[config.mk]
export PLATFORM = sky130hd
export DESIGN_NAME = ttw_ctrl
export DESIGN_NICKNAME = d
export VERILOG_FILES = /design/src/hw/rtl/ttw_pkg.sv /design/src/hw/rtl/ttw_ctrl.sv
export SDC_FILE = /design/constraint.sdc
export NUM_CORES = 1
export LEC_CHECK = 0
export ABC_CLOCK_PERIOD_IN_PS = 2850
export BUFFER_PORTS_ARGS = -buffer_cell sky130_fd_sc_hd__buf_2
export CAP_MARGIN = 20
export CORE_AREA = 4 4 138 100
export DETAILED_ROUTE_END_ITERATION = 12
export DIE_AREA = 0 0 142 104
export PLACE_DENSITY = 0.77
export SLEW_MARGIN = 10
export SYNTH_ARGS = -nofsm -noshare
export SYNTH_HDL_FRONTEND = slang
export SYNTH_SLANG_ARGS = --single-unit
[constraint.sdc]
create_clock -name clk -period 2.85 [get_ports clk]
set_input_delay 0.4275 -clock clk [delete_from_list [all_inputs] [get_ports clk]]
set_output_delay 0.4275 -clock clk [all_outputs]
set_load 0.01 [all_outputs]
[src/hw/rtl/ttw_pkg.sv]
package ttw_pkg;

	localparam int COLUMNS_DEFAULT = 80;
	localparam int ROWS_DEFAULT    = 25;

	localparam logic [7:0]  NEWLINE_CHAR       = 8'd10;
	localparam logic [7:0]  TEXT_COLOR_RESET   = 8'h07;
	localparam logic [15:0] BLANK_CELL_RESET   = 16'h0000;

	// register index, taken from paddr[2]
	localparam logic REG_TEXT_COLOR = 1'b0;
	localparam logic REG_BLANK_CELL = 1'b1;

	typedef enum logic [2:0] {
		OP_PUT_CHAR = 3'd0,
		OP_PUT_RAW  = 3'd1,
		OP_SET_POS  = 3'd2,
		OP_CLEAR    = 3'd3,
		OP_READ     = 3'd4
	} op_t;

	typedef enum logic [2:0] {
		ST_IDLE,
		ST_EXEC,
		ST_SCROLL,
		ST_CLEAR,
		ST_DONE
	} state_t;

	typedef struct packed {
		logic [2:0] operation;
		logic [7:0] char_code;
		logic [7:0] attribute;
		logic       use_default_color;
		logic [4:0] target_row;
		logic [6:0] target_col;
	} item_t;

	typedef struct packed {
		logic [10:0] cursor_position;
		logic [4:0]  cursor_row;
		logic [6:0]  cursor_col;
		logic [15:0] cell_data;
		logic        scrolled;
	} result_t;

endpackage

[src/hw/rtl/ttw_ctrl.sv]
module ttw_ctrl #(
	parameter int COLUMNS = ttw_pkg::COLUMNS_DEFAULT,
	parameter int ROWS    = ttw_pkg::ROWS_DEFAULT,
	localparam int CELL_COUNT = COLUMNS * ROWS,
	localparam int POS_W  = $clog2(CELL_COUNT),
	localparam int ROW_W  = $clog2(ROWS),
	localparam int COL_W  = (COLUMNS > 1) ? $clog2(COLUMNS) : 1,
	localparam int WALK_W = $clog2(CELL_COUNT + COLUMNS)
) (
	input  logic                clk,
	input  logic                arst_n,
	input  logic                accept,
	input  ttw_pkg::item_t      item,
	input  logic [7:0]          text_color,
	input  logic [15:0]         blank_cell,
	input  logic                out_free,
	output logic                busy,
	output logic                result_load,
	output ttw_pkg::result_t    result,
	output logic                ram_we,
	output logic [POS_W-1:0]    ram_waddr,
	output logic [15:0]         ram_wdata,
	output logic                ram_re,
	output logic [POS_W-1:0]    ram_raddr,
	input  logic [15:0]         ram_rdata
);

	ttw_pkg::state_t state_q, state_d;
	ttw_pkg::item_t  item_q;

	logic [ROW_W-1:0]  row_q, row_d;
	logic [COL_W-1:0]  col_q, col_d;
	logic [POS_W-1:0]  pos_q, pos_d;
	logic [WALK_W-1:0] walk_q, walk_d;
	logic              scrolled_q, scrolled_d;
	logic              rd_hit_q, rd_hit_d;
	logic              pend_q, pend_d;
	logic              wb_blank_q, wb_blank_d;
	logic [POS_W-1:0]  wb_addr_q, wb_addr_d;

	logic [7:0]        attr;
	logic [15:0]       item_cell;
	logic              tgt_hit;
	logic [POS_W-1:0]  tgt_pos;
	logic              col_last;
	logic              row_last;
	logic              is_put;
	logic              is_newline;

	assign attr      = item_q.use_default_color ? text_color : item_q.attribute;
	assign item_cell = {attr, item_q.char_code};
	assign tgt_hit   = (6'(item_q.target_row) < 6'(ROWS)) &&
		(8'(item_q.target_col) < 8'(COLUMNS));
	assign tgt_pos   = POS_W'(item_q.target_row) * POS_W'(COLUMNS) +
		POS_W'(item_q.target_col);
	assign col_last  = (col_q == COL_W'(COLUMNS - 1));
	assign row_last  = (row_q == ROW_W'(ROWS - 1));
	assign is_newline = (item_q.operation == ttw_pkg::OP_PUT_CHAR) &&
		(item_q.char_code == ttw_pkg::NEWLINE_CHAR);
	assign is_put = ((item_q.operation == ttw_pkg::OP_PUT_CHAR) && !is_newline) ||
		(item_q.operation == ttw_pkg::OP_PUT_RAW);

	assign busy = (state_q != ttw_pkg::ST_IDLE);

	always_comb begin
		result.cursor_position = 11'(pos_q);
		result.cursor_row      = 5'(row_q);
		result.cursor_col      = 7'(col_q);
		result.cell_data       = rd_hit_q ? ram_rdata : 16'h0000;
		result.scrolled        = scrolled_q;
	end

	always_comb begin
		state_d     = state_q;
		row_d       = row_q;
		col_d       = col_q;
		pos_d       = pos_q;
		walk_d      = walk_q;
		scrolled_d  = scrolled_q;
		rd_hit_d    = rd_hit_q;
		pend_d      = 1'b0;
		wb_blank_d  = wb_blank_q;
		wb_addr_d   = wb_addr_q;
		result_load = 1'b0;
		ram_re      = 1'b0;
		ram_raddr   = tgt_pos;
		ram_we      = 1'b0;
		ram_waddr   = pos_q;
		ram_wdata   = item_cell;

		// scroll copy lands in the cycle after its read
		if (pend_q) begin
			ram_we    = 1'b1;
			ram_waddr = wb_addr_q;
			ram_wdata = wb_blank_q ? blank_cell : ram_rdata;
		end

		unique case (state_q)
			ttw_pkg::ST_IDLE: begin
				if (accept) begin
					state_d = ttw_pkg::ST_EXEC;
				end
			end
			ttw_pkg::ST_EXEC: begin
				scrolled_d = 1'b0;
				rd_hit_d   = 1'b0;
				state_d    = ttw_pkg::ST_DONE;
				if (is_put || is_newline) begin
					if (is_put) begin
						ram_we = 1'b1;
					end
					if (is_newline || col_last) begin
						col_d = '0;
						if (row_last) begin
							row_d      = ROW_W'(ROWS - 1);
							pos_d      = POS_W'(COLUMNS * (ROWS - 1));
							walk_d     = WALK_W'(COLUMNS);
							scrolled_d = 1'b1;
							state_d    = ttw_pkg::ST_SCROLL;
						end else begin
							row_d = row_q + ROW_W'(1);
							pos_d = is_newline ?
								pos_q - POS_W'(col_q) + POS_W'(COLUMNS) :
								pos_q + POS_W'(1);
						end
					end else begin
						col_d = col_q + COL_W'(1);
						pos_d = pos_q + POS_W'(1);
					end
				end else begin
					case (item_q.operation)
						ttw_pkg::OP_SET_POS: begin
							if (tgt_hit) begin
								row_d = ROW_W'(item_q.target_row);
								col_d = COL_W'(item_q.target_col);
								pos_d = tgt_pos;
							end
						end
						ttw_pkg::OP_CLEAR: begin
							row_d   = '0;
							col_d   = '0;
							pos_d   = '0;
							walk_d  = '0;
							state_d = ttw_pkg::ST_CLEAR;
						end
						ttw_pkg::OP_READ: begin
							ram_re   = tgt_hit;
							rd_hit_d = tgt_hit;
						end
						default: begin
						end
					endcase
				end
			end
			ttw_pkg::ST_SCROLL: begin
				// walk reads row r+1 and writes row r; past the end it fills blank
				pend_d     = 1'b1;
				wb_addr_d  = POS_W'(walk_q - WALK_W'(COLUMNS));
				wb_blank_d = (walk_q >= WALK_W'(CELL_COUNT));
				ram_re     = (walk_q < WALK_W'(CELL_COUNT));
				ram_raddr  = POS_W'(walk_q);
				walk_d     = walk_q + WALK_W'(1);
				if (walk_q == WALK_W'(CELL_COUNT + COLUMNS - 1)) begin
					state_d = ttw_pkg::ST_DONE;
				end
			end
			ttw_pkg::ST_CLEAR: begin
				ram_we    = 1'b1;
				ram_waddr = POS_W'(walk_q);
				ram_wdata = blank_cell;
				walk_d    = walk_q + WALK_W'(1);
				if (walk_q == WALK_W'(CELL_COUNT - 1)) begin
					state_d = ttw_pkg::ST_DONE;
				end
			end
			ttw_pkg::ST_DONE: begin
				if (out_free) begin
					result_load = 1'b1;
					state_d     = ttw_pkg::ST_IDLE;
				end
			end
			default: begin
				state_d = ttw_pkg::ST_IDLE;
			end
		endcase
	end

	always_ff @(posedge clk or negedge arst_n) begin
		if (!arst_n) begin
			state_q    <= ttw_pkg::ST_IDLE;
			row_q      <= '0;
			col_q      <= '0;
			pos_q      <= '0;
			walk_q     <= '0;
			scrolled_q <= 1'b0;
			rd_hit_q   <= 1'b0;
			pend_q     <= 1'b0;
		end else begin
			state_q    <= state_d;
			row_q      <= row_d;
			col_q      <= col_d;
			pos_q      <= pos_d;
			walk_q     <= walk_d;
			scrolled_q <= scrolled_d;
			rd_hit_q   <= rd_hit_d;
			pend_q     <= pend_d;
		end
	end

	always_ff @(posedge clk) begin
		if (accept) begin
			item_q <= item;
		end
		wb_blank_q <= wb_blank_d;
		wb_addr_q  <= wb_addr_d;
	end

endmodule

Yosys cells after proc, flatten, opt, wreduce, memory -nomap -nowiden. Cells that the tools add are included.

$add $sub $neg: 8. $mul: 1. Order comparisons: 4. Eq/ne operators: 22. Muxes and demuxes: 50. Reduce and logical (&&, ||, !) cells: 17.

Operator list (count): 2-to-1 mux 11 bit (8); 2-to-1 mux 16 bit (4); 2-to-1 mux 12 bit (4); 2-to-1 mux 3 bit (8); case mux 12 bit (2 select lines) (1); case mux 11 bit (2 select lines) (1); 2-to-1 mux 7 bit (3); 2-to-1 mux 5 bit (4); case mux 3 bit (5 select lines) (1); case mux 7 bit (2 select lines) (1); adder 12 x 1 -> 12 bit (second input constant) (1); equality test 12 x 11 -> 1 bit (second input constant) (1); equality test 12 bit (second input constant) (1); equality test 3 x 2 -> 1 bit (second input constant) (4); >= comparator 12 x 11 -> 1 bit (second input constant) (1); less-than comparator 12 x 11 -> 1 bit (second input constant) (1); AND reduction 4 bit (3); adder 11 x 1 -> 11 bit (second input constant) (1); adder 11 x 7 -> 11 bit (1); adder 11 x 7 -> 11 bit (second input constant) (1); 2-to-1 mux 1 bit (11); subtractor 11 x 7 -> 11 bit (1); subtractor 11 x 7 -> 11 bit (second input constant) (1); case mux 5 bit (2 select lines) (1); 24 further kinds (38).

Flip-flop bits (word level): 85. Bits of input ports: 76. Output and inout bits: 82. Logic and storage cells: 118.

Logic depth before layout (Yosys ltp).
Depth in word-level cells: 8. Depth in mapped cells: 12. Mapped depth without buffers: 12.

Worst setup path after synthesis. Ideal clock, no wire load.

Kind: reg-to-output. From: reg item_q[8] in the netlist's numbering. To: out ram_raddr[10]. Arrival time: 2.303 ns. Data required time: 2.423 ns. Path slack: 0.119 ns. Stages on the path, launching flop included: 8. Path through: edfxtp_1 > ha_1 > ha_1 > inv_1 > fa_1 > nand4b_1 > xnor3_1 > mux2_2.

Word-level cells in the longest chain between the ends: 3.

RTL lines: from (decl) (RTL line ttw_ctrl.sv:29) `ttw_pkg::item_t item_q;`; from (signal assigned) (RTL line ttw_ctrl.sv:212) `item_q <= item;`; multiplier 5 x 3 -> 7 bit (RTL line ttw_ctrl.sv:54) `assign tgt_pos = POS_W'(item_q.target_row) * POS_W'(COLUMNS) +`; adder 11 x 7 -> 11 bit (RTL line ttw_ctrl.sv:54); 2-to-1 mux 11 bit (RTL line ttw_ctrl.sv:98) `unique case (state_q)`; to (decl) (RTL line ttw_ctrl.sv:24) `output logic [POS_W-1:0] ram_raddr,`.

No other way between the ends.

Worst setup path after layout.
From: reg item_q[10] in the netlist's numbering. To: out ram_raddr[9].

The elaborated chain is that of the path after synthesis.

==> impl_metrics.env <==
export IMPL_drc=0
export IMPL_cts_buffer_depth=2
export IMPL_gp_congestion=0.9500
export IMPL_critical_path_max_stage_delay_ns=0.44
export IMPL_clkSlewWorstSetupHoldPaths_ns=0.06
export IMPL_combPwrFrac_pct=52.0
export IMPL_slew_headroom_pct=31.29
export IMPL_dieArea_um2=14770
export IMPL_coreArea_um2=12380
export IMPL_track_usage_pct=24.58
export IMPL_synth_mux_area_share_pct=4.032
export IMPL_p_switching_uw=2883
export IMPL_fmax_mhz=323.3
export IMPL_synth_async_reset_ratio_pct=48.24
export IMPL_synth_net_count=773
export IMPL_numCtsBuffers=9
export IMPL_cts_hold_buf=0
export IMPL_synth_seq_area_share_pct=38.99
export IMPL_area_growth_pct=25.36
export IMPL_ant_nets=0
export IMPL_rsz0062_at_grt="yes"
export IMPL_path_max_fanout=2
export IMPL_final_min_clock_period_ns=3.093
export IMPL_start_util_pct=48.63
export IMPL_crit_path_top_delay_cell="fa_2"
export IMPL_synthAdderAreaFrac_pct=8.688
export IMPL_power_density_nw_per_um2=909.9
export IMPL_switching_share_pct=41.99
export IMPL_synth_simple_gate_area_share_pct=18.62
export IMPL_dp_slack_ns=-0.05961
export IMPL_worstPathRequired_ns=2.42
export IMPL_drt_iter0_markers=562
export IMPL_die_w_um=142
export IMPL_cp_cell_sequence="ha_1, ha_2, inv_2, fa_2, buf_6, nand2b_4, or3_4, a31oi_4, buf_2"
export IMPL_cts_tree="done"
export IMPL_ir_drop_mv=0.6174
export IMPL_synthCells=657
export IMPL_min_period_over_period_pct=108.5
export IMPL_post_route_util_pct=60.96
export IMPL_drt_total_wl_um=18230
export IMPL_wl_per_cell_um=18.47
export IMPL_synth_ff_type="edfxtp_1"
export IMPL_yosys_cell_types_count=71
export IMPL_status="complete, but fails checks"
export IMPL_reg2reg_slack_ns=0.18
export IMPL_fill_cells=1037
export IMPL_place_hpwl_um=13720
export IMPL_synth_xor_area_share_pct=4.012
export IMPL_maxSlewViolCount=0
export IMPL_hp_class="input pin to asynchronous set/reset pin"
export IMPL_p_int_uw=3983
export IMPL_p_seq_share_pct=28.4
export IMPL_yosys_warnings=0
export IMPL_fin_skew_ns=0.006699
export IMPL_root_buffer="clkbuf_16"
export IMPL_clk_latency_ns=0.35
export IMPL_setup_ws_ns=-0.2428
export IMPL_cp_arrival_ns=2.67
export IMPL_fin_hold_ws_ns=0.04572
export IMPL_grt_antenna_before_repair=0
export IMPL_die_y_um=104
export IMPL_viasPerCell=5.773
export IMPL_portBuffers=157
export IMPL_grt_first_pass_wirelength_um=28970
export IMPL_finalNetCount=936
export IMPL_ys_ff_latch=85
export IMPL_critical_path_endpoint_type="primary output"
export IMPL_synth_area_um2=6020
export IMPL_synth_compound_area_share_pct=20.35
export IMPL_grt_pass1_vias=5549
export IMPL_cts_sinks=85
export IMPL_hold_violations=0
export IMPL_cap_violations=0
export IMPL_vias=5698
export IMPL_antenna_cells=0
export IMPL_synth_top_family_by_area="compound AO/OA/AOI/OAI gates"
export IMPL_synth_edf_count=44
export IMPL_drive_gt1_share_pct=29.70
export IMPL_grt_max_degree=42
export IMPL_tightest_slew_ns=1.031
export IMPL_ios=158
export IMPL_p_leak_uw=0.003318
export IMPL_rows=34
export IMPL_clkPwrFrac_pct=19.6
export IMPL_htree_levels=3
export IMPL_overflow=0
export IMPL_setup_violations=3
export IMPL_violations="setup timing"
export IMPL_fin_tns_setup_ns=-0.5370
export IMPL_worst_setup_path_start_kind="register"
export IMPL_path_class="register to primary output"
export IMPL_drt_pass1_iterations=6
export IMPL_syn_mean_instance_area_um2=9.162
[per-layer routing]
layer / GRT usage, % / wire (um)
met1: 34.58 / 7864
met5: 0 / 0
met4: 6.438 / 285
met2: 37.37 / 8277
met3: 6.710 / 1798
[path summary, 6_finish.rpt]
path | cells past startpoint | start | to
min reg2reg | 2 | scrolled_q$_DFFE_PN0P_ | scrolled_q$_DFFE_PN0P_
max in group asynchronous | 2 | arst_n | state_q[1]$_DFFE_PN0P_
min | 1 | arst_n | pos_q[4]$_DFFE_PN0P_
max | 9 | item_q[10]$_DFFE_PP_ | ram_raddr[9]
max reg2reg | 11 | item_q[10]$_DFFE_PP_ | pos_q[10]$_DFFE_PN0P_
min in group clk | 1 | item[15] | item_q[15]$_DFFE_PP_
[final cells by class]
cell class                 count  area [um^2]  area share, %
timing repair buffer         193         1090          14.44
tap                          162        202.7          2.686
multi-input combinational    494         3432          45.48
clock buffer                  12        236.5          3.134
inverter                      37        138.9          1.840
clock inverter                 4        98.84          1.310
sequential                    85         2347          31.11
[cells in the mapped netlist (3+ instances only)]
| master | n | area, um^2 |
|---|---|---|
| a211o_1 | 3 | 26.28 |
| a211oi_1 | 4 | 30.03 |
| a21o_1 | 6 | 45.04 |
| a21oi_1 | 40 | 200.2 |
| a221oi_2 | 3 | 45.04 |
| a31oi_1 | 6 | 37.54 |
| a32oi_1 | 5 | 43.79 |
| and2_1 | 19 | 118.9 |
| and3_1 | 7 | 43.79 |
| buf_1 | 4 | 15.01 |
| buf_2 | 6 | 30.03 |
| clkbuf_1 | 28 | 105.1 |
| dfrtp_1 | 41 | 1026 |
| edfxtp_1 | 44 | 1321 |
| fa_1 | 3 | 60.06 |
| ha_1 | 37 | 462.9 |
| inv_1 | 36 | 135.1 |
| mux2_2 | 9 | 101.4 |
| mux2i_1 | 13 | 130.1 |
| nand2_1 | 65 | 244.0 |
| nand2b_1 | 22 | 137.6 |
| nand3_1 | 19 | 95.09 |
| nand4_1 | 5 | 31.28 |
| nor2_1 | 34 | 127.6 |
| nor2b_1 | 4 | 25.02 |
| nor3_1 | 15 | 75.07 |
| o211ai_1 | 5 | 37.54 |
| o21a_1 | 5 | 37.54 |
| o21ai_0 | 36 | 180.2 |
| o21ai_1 | 12 | 60.06 |
| o22ai_1 | 22 | 137.6 |
| o31ai_1 | 21 | 157.7 |
| or2_2 | 3 | 18.77 |
| or3_1 | 5 | 31.28 |
| xnor2_1 | 15 | 131.4 |
| xor2_1 | 10 | 87.58 |
[layout by cell type (no fill, tap or decap), types with 4 or more instances in the layout]
cell type    n
nand2b_1    21
nor2_1      34
o21a_1       5
nand4_1      5
xor2_1      10
buf_4       33
and2_1      19
dfrtp_1     41
buf_2      156
o21ai_0     34
nand3_1     19
mux2i_1     13
edfxtp_1    44
mux2_2       8
and3_1       7
a21o_1       6
clkbuf_16    9
o211ai_1     5
nand2_1     65
ha_1        36
o22ai_1     22
o21ai_1     13
xnor2_1     13
nor2b_1      4
a31oi_1      5
a21oi_1     40
nor3_1      15
a32oi_1      5
or3_1        4
o31ai_1     21
inv_1       35
[logic make-up after synthesis]
family | count (synthesis)
compound gates | 188
buf+inv | 78
flops | 85
fa+ha+maj | 40
simple gates | 217
xor+xnor | 26
mux | 23
[worst max-delay path: cells and delay by family, from the launching register on]
kind / cells / cell delay [ns]
adders and majority gates: 3 / 0.94
and+or+nand+nor: 2 / 0.47
DFF: 1 / 0.40
buffers and inverters: 3 / 0.34
AOI/OAI and AO/OA: 1 / 0.16
[timing repair]
action                                  CTS  global route
gates cloned                              0             0
endpoints found under the setup margin    2             4
buffers inserted                          3             3
gates resized for setup                  13             5
pin swaps                                 3             2
[sequential cells by signal (all words and copies together), names as in the netlist]
signal / flops
item_q: 24
walk_q: 12
pos_q: 11
wb_addr_q: 11
item_cell: 8
col_q: 7
row_q: 5
state_q: 3
pend_q: 1
rd_hit_q: 1
scrolled_q: 1
wb_blank_q: 1
[per-stage QoR]
step           power [uW]  instance area (um^2)  instances
3_5_place_dp         5326                  7051        964
2_1_floorplan        4157                  6020        657
4_1_cts              6777                  7470        983
5_1_grt              7393                  7546        987
6_report             6866                  7546        987
3_3_place_gp         5261                  7051        964
[power groups by stage]
stage | combinational, uW | sequential (uW) | clock [uW]
after floorplan | 2230 | 1930 | 0
after global placement | 3310 | 1950 | 0
after detailed placement | 3370 | 1960 | 0
after CTS | 3480 | 1940 | 1360
after global routing | 3970 | 2000 | 1430
final | 3570 | 1950 | 1350
Power figures use the tool's default switching activity.
